### src/b64dl_pkg.sv
// Shared types, constants and the character table of the lenient base64 decoder.
package b64dl_pkg;

  localparam logic [7:0] PadChar     = 8'h3D;
  localparam int         QueueDepth  = 8;
  localparam int         QueueAw     = $clog2(QueueDepth);
  localparam int         GroupMax    = 3;

  // One decoded byte with its flags
  typedef struct packed {
    logic [7:0] data;
    logic       last;
    logic       bad;
  } b64dl_res_t;

  // Bytes produced by one accepted character
  typedef struct packed {
    logic [1:0]            count;
    b64dl_res_t [2:0]      res;
  } b64dl_group_t;

  // Map a text character to its 6-bit value; unknown codes and pad give 0
  function automatic logic [5:0] sextet_of(input logic [7:0] c);
    logic [5:0] v;
    v = 6'd0;
    if (c >= 8'h41 && c <= 8'h5A) begin
      v = 6'(c - 8'h41);
    end else if (c >= 8'h61 && c <= 8'h7A) begin
      v = 6'(c - 8'h61 + 8'd26);
    end else if (c >= 8'h30 && c <= 8'h39) begin
      v = 6'(c - 8'h30 + 8'd52);
    end else if (c == 8'h2B || c == 8'h2D || c == 8'h2E) begin
      v = 6'd62;
    end else if (c == 8'h2F || c == 8'h2C || c == 8'h5F) begin
      v = 6'd63;
    end
    return v;
  endfunction

endpackage

### src/b64dl_unpack.sv
// Group state and byte assembly: turns one character into zero to three bytes.
module b64dl_unpack (
  input  logic                  clk,
  input  logic                  rst,
  input  logic                  take,
  input  logic [7:0]            in_char,
  input  logic                  in_last,
  output b64dl_pkg::b64dl_group_t group
);
  import b64dl_pkg::*;

  logic [1:0] group_fill;
  logic [1:0] group_fill_next;
  logic       third_was_pad;
  logic       third_was_pad_next;
  logic [5:0] held_sextets [GroupMax];
  logic [5:0] v;
  logic [5:0] a;
  logic [5:0] b;
  logic [5:0] d;
  logic       is_pad;
  logic [7:0] byte0;
  logic [7:0] byte1;
  logic [7:0] byte2;

  assign v      = sextet_of(in_char);
  assign a      = held_sextets[0];
  assign b      = held_sextets[1];
  assign d      = held_sextets[2];
  assign is_pad = (in_char == PadChar);
  assign byte0  = {a, b[5:4]};
  assign byte1  = {b[3:0], d[5:2]};
  assign byte2  = {d[1:0], v};

  // Assemble the bytes this character releases
  always_comb begin
    group              = '0;
    group_fill_next    = 2'd0;
    third_was_pad_next = 1'b0;
    if (!in_last) begin
      third_was_pad_next = third_was_pad;
      if (group_fill == 2'd3) begin
        group.count  = 2'd3;
        group.res[0] = '{data: byte0, last: 1'b0, bad: 1'b0};
        group.res[1] = '{data: byte1, last: 1'b0, bad: 1'b0};
        group.res[2] = '{data: byte2, last: 1'b0, bad: 1'b0};
      end else begin
        group_fill_next = group_fill + 2'd1;
        if (group_fill == 2'd2) begin
          third_was_pad_next = is_pad;
        end
      end
    end else begin
      unique case (group_fill)
        2'd0: begin
          // single leftover character
          group.count  = 2'd1;
          group.res[0] = '{data: {v, 2'b00}, last: 1'b1, bad: 1'b1};
        end
        2'd1: begin
          group.count  = 2'd1;
          group.res[0] = '{data: {a, v[5:4]}, last: 1'b1, bad: 1'b0};
        end
        2'd2: begin
          group.count  = 2'd2;
          group.res[0] = '{data: byte0, last: 1'b0, bad: 1'b0};
          group.res[1] = '{data: {b[3:0], v[5:2]}, last: 1'b1, bad: 1'b0};
        end
        default: begin
          if (is_pad && third_was_pad) begin
            group.count  = 2'd1;
            group.res[0] = '{data: byte0, last: 1'b1, bad: 1'b0};
          end else if (is_pad) begin
            group.count  = 2'd2;
            group.res[0] = '{data: byte0, last: 1'b0, bad: 1'b0};
            group.res[1] = '{data: byte1, last: 1'b1, bad: 1'b0};
          end else begin
            group.count  = 2'd3;
            group.res[0] = '{data: byte0, last: 1'b0, bad: 1'b0};
            group.res[1] = '{data: byte1, last: 1'b0, bad: 1'b0};
            group.res[2] = '{data: byte2, last: 1'b1, bad: 1'b0};
          end
        end
      endcase
    end
  end

  // Advance group control state
  always_ff @(posedge clk) begin
    if (rst) begin
      group_fill    <= 2'd0;
      third_was_pad <= 1'b0;
    end else if (take) begin
      group_fill    <= group_fill_next;
      third_was_pad <= third_was_pad_next;
    end
  end

  // Hold the sextets of a partial group
  always_ff @(posedge clk) begin
    if (take && !in_last) begin
      unique case (group_fill)
        2'd0:    held_sextets[0] <= v;
        2'd1:    held_sextets[1] <= v;
        2'd2:    held_sextets[2] <= v;
        default: ;
      endcase
    end
  end

endmodule

### src/base64_decoder_lenient_core.sv
// Top level of the lenient base64 decoder: character input, byte output queue.
//
// Usage:
//   Character channel (char_valid, char_stall, in_char, in_last) takes one text
//   character per word; in_last marks the final character of a stream.
//   Byte channel (byte_valid, byte_stall, out_byte, out_last, tail_malformed)
//   gives one decoded byte per word. out_last marks the final byte of the
//   stream; tail_malformed marks the byte made from a lone leftover character.
//   The bytes a character releases are written into an 8-entry output queue
//   at the edge accepting it; from an empty queue the first shows next cycle.
//   With no stall: one character per cycle. A group of four characters gives
//   three bytes, drained at one byte per cycle, so the queue keeps pace.
//   char_stall rises only while the queue has fewer than three free entries,
//   which happens when the receiver holds byte_stall high.
//   A stalled byte holds its value until taken.
//   Reset (rst, synchronous) empties the queue and the partial group; no
//   clearing pass is needed.
module base64_decoder_lenient_core (
  input  logic       clk,
  input  logic       rst,
  input  logic       char_valid,
  output logic       char_stall,
  input  logic [7:0] in_char,
  input  logic       in_last,
  output logic       byte_valid,
  input  logic       byte_stall,
  output logic [7:0] out_byte,
  output logic       out_last,
  output logic       tail_malformed
);
  import b64dl_pkg::*;

  logic                   take;
  logic                   pop;
  b64dl_group_t           group;
  b64dl_res_t             queue [QueueDepth];
  logic [QueueAw-1:0]     wr_ptr;
  logic [QueueAw-1:0]     rd_ptr;
  logic [QueueAw:0]       fill;
  logic [QueueAw:0]       fill_next;
  logic [1:0]             push_count;
  b64dl_res_t             head;

  b64dl_unpack u_unpack (
    .clk     (clk),
    .rst     (rst),
    .take    (take),
    .in_char (in_char),
    .in_last (in_last),
    .group   (group)
  );

  // Stall while fewer than three entries are free
  assign char_stall = (fill > (QueueAw + 1)'(QueueDepth - GroupMax));
  assign take       = char_valid && !char_stall;
  assign pop        = byte_valid && !byte_stall;
  assign push_count = take ? group.count : 2'd0;
  assign fill_next  = fill + (QueueAw + 1)'(push_count) - (QueueAw + 1)'(pop);

  // Present the head of the queue
  assign head           = queue[rd_ptr];
  assign byte_valid     = (fill != '0);
  assign out_byte       = head.data;
  assign out_last       = head.last;
  assign tail_malformed = head.bad;

  // Advance queue pointers and fill
  always_ff @(posedge clk) begin
    if (rst) begin
      wr_ptr <= '0;
      rd_ptr <= '0;
      fill   <= '0;
    end else begin
      wr_ptr <= wr_ptr + QueueAw'(push_count);
      rd_ptr <= rd_ptr + QueueAw'(pop);
      fill   <= fill_next;
    end
  end

  // Write up to three bytes into consecutive slots
  always_ff @(posedge clk) begin
    if (take) begin
      if (group.count > 2'd0) begin
        queue[wr_ptr] <= group.res[0];
      end
      if (group.count > 2'd1) begin
        queue[wr_ptr + QueueAw'(1)] <= group.res[1];
      end
      if (group.count > 2'd2) begin
        queue[wr_ptr + QueueAw'(2)] <= group.res[2];
      end
    end
  end

endmodule

### config.mk
export PLATFORM = sky130hd
export DESIGN_NAME = base64_decoder_lenient_core
export DESIGN_NICKNAME = d
export VERILOG_FILES = /design/src/b64dl_pkg.sv /design/src/b64dl_unpack.sv /design/src/base64_decoder_lenient_core.sv
export SDC_FILE = /design/constraint.sdc
export NUM_CORES = 1
export LEC_CHECK = 0
export BUFFER_PORTS_ARGS = -buffer_cell sky130_fd_sc_hd__clkbuf_2
export CORE_MARGIN = 2
export CORE_UTILIZATION = 60
export DETAILED_ROUTE_END_ITERATION = 12
export PLACE_DENSITY = 0.76
export SYNTH_ARGS = -nofsm -noshare
export SYNTH_HDL_FRONTEND = slang
export SYNTH_SLANG_ARGS = --single-unit
### constraint.sdc
create_clock -name clk -period 4.13 [get_ports clk]
set_input_delay 0.826 -clock clk [delete_from_list [all_inputs] [get_ports clk]]
set_output_delay 0.826 -clock clk [all_outputs]
set_load 0.03 [all_outputs]
## Yosys cells after proc, flatten, opt, wreduce, memory -nomap -nowiden

Memories as Yosys holds them, arrays and structs flattened. A register that Yosys moved wholly into a read port is not among the register bits.
Cells that the tools add are included.

- Logic and storage cells: 110
- Memories: 2
- Input bits: 13
- Output and inout bits: 12
- Memory bits (writable): 98
- Register bits: 13

- Reductions and logical operators: 22
- Equality and inequality tests: 11
- Add/sub/neg operators: 12
- Multiplexer cells: 48
- $lt $le $gt $ge: 10

Memories:

| name | words | bits a word | read ports | clocked after memory_dff | wr ports | RTL line | RTL |
|---|---|---|---|---|---|---|---|
| queue | 8 | 10 | 1 | 1 | 3 | base64_decoder_lenient_core.sv:36 | `b64dl_res_t queue [QueueDepth];` |
| u_unpack.held_sextets | 3 | 6 | 3 | 0 | 1 | b64dl_unpack.sv:16 | `logic [5:0] held_sextets [GroupMax];` |

Operators with widths:

| kind | count |
|---|---|
| two-way mux 32 bit | 2 |
| equality test 8 x 6 -> 1 bit (second input constant) | 6 |
| two-way mux 6 bit | 7 |
| two-way mux 10 bit | 3 |
| one-hot mux 10 bit (3 select lines) | 1 |
| two-way mux 1 bit | 24 |
| two-way mux 20 bit | 1 |
| one-hot mux 10 bit (2 select lines) | 1 |
| >= comparator 8 x 7 -> 1 bit (second input constant) | 2 |
| <= comparator 8 x 7 -> 1 bit (second input constant) | 2 |
| two-way mux 12 bit | 1 |
| two-way mux 2 bit | 6 |
| OR reduction 6 bit | 2 |
| subtractor 6 bit (second input constant) | 2 |
| equality test 8 x 7 -> 1 bit (second input constant) | 1 |
| >= comparator 8 x 6 -> 1 bit (second input constant) | 1 |
| <= comparator 8 x 6 -> 1 bit (second input constant) | 1 |
| logical AND 1 bit | 7 |
| adder 6 x 5 -> 6 bit (second input constant) | 1 |
| adder 6 bit (second input constant) | 1 |
| subtractor 6 x 1 -> 6 bit (second input constant) | 1 |
| adder 4 x 2 -> 4 bit | 1 |
| equality test 2 bit (second input constant) | 2 |
| > comparator 2 x 1 -> 1 bit (second input constant) | 2 |
| 20 further kinds | 25 |

## Longest topological paths before layout

- Depth in word-level cells: 16
- Depth in mapped cells: 14
- Depth with buffers taken out: 13

## Cells and area by module

From an unflattened synthesis, not the netlist that was laid out.

- Cells, all modules: 815
- Area total of the unflattened synthesis: 7812.5 µm²

Modules (own cells, without submodules):

| module | instances | sequential area each (µm²) | area an instance (µm²) | cells an instance |
|---|---|---|---|---|
| base64_decoder_lenient_core | 1 | 2602.5 | 6020.8 | 616 |
| b64dl_unpack | 1 | 600.6 | 1791.7 | 199 |

## Least setup slack after synthesis

OpenSTA, ideal clock, no wires.

- Path type: input -> register
- From: in in_last
- To: reg fill[3]
- Library setup time: 0.128 ns
- Buffers on the path: 2
- Arrival time: 3.116 ns
- Setup slack: 0.887 ns
- Stages on the path: 13
- Data required time: 4.002 ns
- Path through: buf_2 and2b_2 and2_1 a311o_1 buf_2 nand2_1 ha_1 inv_1 ha_1 a21o_1 a21oi_1 xnor2_1 nor2_1

- Cells in the longest elaborated chain, start to end: 4

Ends and longest elaborated chain:

| what | RTL line | RTL |
|---|---|---|
| start, declared | base64_decoder_lenient_core.sv:24 | `input logic in_last,` |
| two-way mux 32 bit | b64dl_unpack.sv:40 | `if (!in_last) begin` |
| two-way mux 2 bit | base64_decoder_lenient_core.sv:57 | `assign push_count = take ? group.count : 2'd0;` |
| adder 4 x 2 -> 4 bit | base64_decoder_lenient_core.sv:58 | `assign fill_next = fill + (QueueAw + 1)'(push_count) - (QueueAw + 1)'(pop);` |
| subtractor 4 x 1 -> 4 bit | base64_decoder_lenient_core.sv:58 |  |
| end signal, assigned | base64_decoder_lenient_core.sv:76 | `fill <= fill_next;` |
| end, declared | base64_decoder_lenient_core.sv:39 | `logic [QueueAw:0] fill;` |

Every way passes these cells.
A chain may end at the register's enable or synchronous reset.

==> flow_summary_export.csv <==
group,metric,value,unit
route,antenna_left,0,
min_path,hold_path.startpoint,"queue[6][0]$_SDFFE_PP0P_",
timing,relSlewSlack,36.5,%
setup_path,critical_path_buf_inv_count,0,
die,fp.coreArea,0.0114,mm2
timing,period_minus_slack,3.51,ns
timing,hold_viol,0,
setup_path,crit_slowest_cell,"nand3_1",
setup_path,cpLargestDelayFamily,"simple AND/OR/NAND/NOR gates",
setup_path,crit_arrival,3.45,ns
clock_network,cts_sinks,111,
logic_synthesis,synth_edf_count,90,
timing,worstMarginPinSlew,0.946,ns
power_and_ir_drop,power.switching,1.04,mW
setup_path,crit_path_max_fanout,11,
logic_synthesis,yosys_warnings,0,
power_and_ir_drop,p_comb_share,29.7,%
power_and_ir_drop,switching_share,33.6,%
die,dieArea,0.0124,mm2
power_and_ir_drop,peakVddDrop,0.459,mV
route,avgRoutedWirePerCell,25.1,um
grt,grt_pass1_wl,31500,um
finish,final_common_cell,"nand2_1",
setup_path,endpoint_kind,"flop",
route,dr.pass1.iters,6,
die,boundaryPins,25,
setup_path,reg2reg_from,"u_unpack.group_fill[0]$_SDFFE_PP0P_",
timing,setup-tns-final,0,ns
clock_network,cts.clk_slew.worst_paths,0.08,ns
finish,num-nets-final,710,
power_and_ir_drop,powerDensity,408,mW/mm2
die,die_y,112,um
finish,final_design_area_no_fill,0.00759,mm2
clock_network,cts_tree,"built",
min_path,hold_depth,2,
setup_path,crit_type,"reg -> reg",
grt,grt_overflow,0,
min_path,min_path_type,"reg -> reg",
clock_network,h-tree-depth,3,
logic_synthesis,ys_async_sr_fraction,0,%
job,drv_cap,0,
clock_network,cts_root_buf,"clkbuf_16",
route,drtIter0Drc,759,
placed_design,place_area,0.00731,mm2
outcome,outcome,"completed",
power_and_ir_drop,power_leakage,2.50,nW
die,die_w,112,um
setup_path,startpoint_type,"flop",
logic_synthesis,ys_seq_elements,111,
finish,drive_above_1_share,18.8,%
finish,antenna-diode-count,0,
logic_synthesis,ys_types,78,
route,finalWirelength,20400,um
clock_network,numCtsBuffers,9,
timing,slew_violations,0,
power_and_ir_drop,intPower,2.05,mW
timing,finalCritPeriodShare,85.0,%
route,viasPerCell,6.92,
logic_synthesis,synth_cells,631,
logic_synthesis,syn-cell-area,0.00694,mm2
grt,grt_max_degree,22,
clock_network,ctsResizeCount,0,
clock_network,clk_latency,0.36,ns
finish,final_cell_mix,"115 x nand2_1, 90 x edfxtp_1, 69 x o221ai_1",
power_and_ir_drop,p_clk_share,27.7,%
grt,grt_use_total,33.6,%
route,via_count,5643,
setup_path,worstPathRequired,4.07,ns
setup_path,r2r_cells,7,
timing,max_freq,0.285,GHz
setup_path,max_stage_delay,0.52,ns
logic_synthesis,synth_ff_type,"edfxtp_1",
die,rows,39,
grt,grt_pass1_vias,5392,
setup_path,rrSetupSlack,0.62,ns
placed_design,place.port_buffers,24,
setup_path,crit_chain,"ha_1, and2b_2, and2_1, a311o_1, o21a_1, nand2_1, nand3_1",
logic_synthesis,synth_area_per_cell,11.0,um2
clock_network,cts_buffer_depth,2,
min_path,hold_path_end,"queue[6][0]$_SDFFE_PP0P_",
clock_network,post_cts_buffers,0,
grt,antenna_found_initial,0,
timing,grt_setup_unrepaired,"no",
placed_design,gp_congestion,0.981,
timing,finClkSkew,0.00916,ns
clock_network,postCtsHoldBufs,0,
route,drc,0,
die,start_util,61.0,%
setup_path,r2r-end,"queue[2][9]$_DFFE_PP_",
logic_synthesis,ys_seq_area_share,45.0,%
logic_synthesis,synth_fp_nets,674,
power_and_ir_drop,p_seq_share,42.6,%
timing,setup_viol,0,
placed_design,dp_hpwl,15400,um
finish,syn_to_final_growth,9.39,%
[flip-flops by register name, indices dropped and copies added, names as in the netlist]
register,flops
u_unpack.held_sextets,18
fill,4
u_unpack.group_fill,2
rd_ptr,3
u_unpack.third_was_pad,1
wr_ptr,3
queue,80
[worst reg2reg max path, delay by kind of cell (launching register included)]
family | cells | cell delay, ns
simple gates | 4 | 1.40
fa+ha+maj | 1 | 0.42
flops | 1 | 0.42
compound gates | 2 | 0.85
[cells by family (layout without fill, tap and decap cells)]
group,count (synthesis),after routing,synth area share [%]
buffers and inverters,47,88,2.98
AND/OR/NAND/NOR,265,265,18.7
XOR/XNOR,10,10,1.26
AO/OA/AOI/OAI,130,130,17.1
flip-flops,111,111,45.0
adder cells (fa/ha/maj),30,30,5.63
multiplexers,38,38,9.27
[Yosys cell counts, types with 4 or more instances]
cell type / count / share of area, %
nor2_1: 32 / 1.7
nand4_1: 4 / 0.36
nor3_2: 4 / 0.58
mux2i_1: 8 / 1.2
nor3_1: 23 / 1.7
inv_1: 22 / 1.2
ha_1: 28 / 5.0
a21oi_1: 9 / 0.65
o21ai_1: 4 / 0.29
mux4_2: 20 / 6.5
nor2b_1: 10 / 0.90
dfxtp_1: 21 / 6.1
and2_1: 10 / 0.90
nand2_1: 115 / 6.2
xnor2_1: 7 / 0.88
nand3_1: 31 / 2.2
or3_1: 4 / 0.36
o31ai_2: 5 / 0.90
o221ai_1: 69 / 8.7
mux2_2: 10 / 1.6
o21a_1: 4 / 0.43
edfxtp_1: 90 / 39
clkbuf_1: 15 / 0.81
nand2b_1: 8 / 0.72
[metal layers]
layer	GRT usage, %	vias up	wire length, um
li1	-	2535	-
met1	45.4	2650	7880
met2	53.0	362	9510
met3	5.17	96	1820
met4	17.9	0	1220
met5	0	-	0
[through the flow]
step,worst slack (ns),hold slack [ns],power (mW),std cells,utilization [%]
final,0.618,0.531,3.09,815,66.8
after CTS,0.720,0.528,3.09,815,66.8
after detailed placement,0.407,0.513,2.25,799,64.3
after global routing,0.479,0.561,3.22,815,66.8
after global placement,0.459,0.508,2.24,799,64.3
after floorplan,0.887,0.463,2.02,631,-
[worst max-delay path by stage]
stage	endpoint	start	cells past startpoint	slack (ns)
3_3_place_gp	queue[2][5]$_DFFE_PP_	in_char[1]	10	0.46
3_5_place_dp	queue[1][9]$_DFFE_PP_	in_char[2]	11	0.41
6_report	queue[2][9]$_DFFE_PP_	u_unpack.group_fill[0]$_SDFFE_PP0P_	7	0.62
4_1_cts	queue[2][9]$_DFFE_PP_	u_unpack.group_fill[0]$_SDFFE_PP0P_	7	0.72
2_1_floorplan	fill[3]$_SDFF_PP0_	in_last	13	0.89
5_1_grt	queue[2][9]$_DFFE_PP_	u_unpack.group_fill[0]$_SDFFE_PP0P_	7	0.48
[power by group through the flow]
stage | sequential (mW) | combinational (mW) | clock (mW)
after floorplan | 1.33 | 0.692 | 0
after detailed placement | 1.34 | 0.913 | 0
after global placement | 1.34 | 0.898 | 0
final | 1.32 | 0.919 | 0.857
after CTS | 1.32 | 0.918 | 0.858
after global routing | 1.32 | 0.996 | 0.900
[final cells by class]
| cell class | instances | area, um2 |
|---|---|---|
| repair buffers | 48 | 300 |
| clock inverters | 7 | 58.8 |
| clock buffers | 9 | 225 |
| flip-flops and latches | 111 | 3120 |
| well taps | 143 | 179 |
| inverters | 24 | 95.1 |
| multi-input cells | 473 | 3610 |
| fillers | 883 | 3780 |
Note: power is estimated with default switching activity, not from simulation.
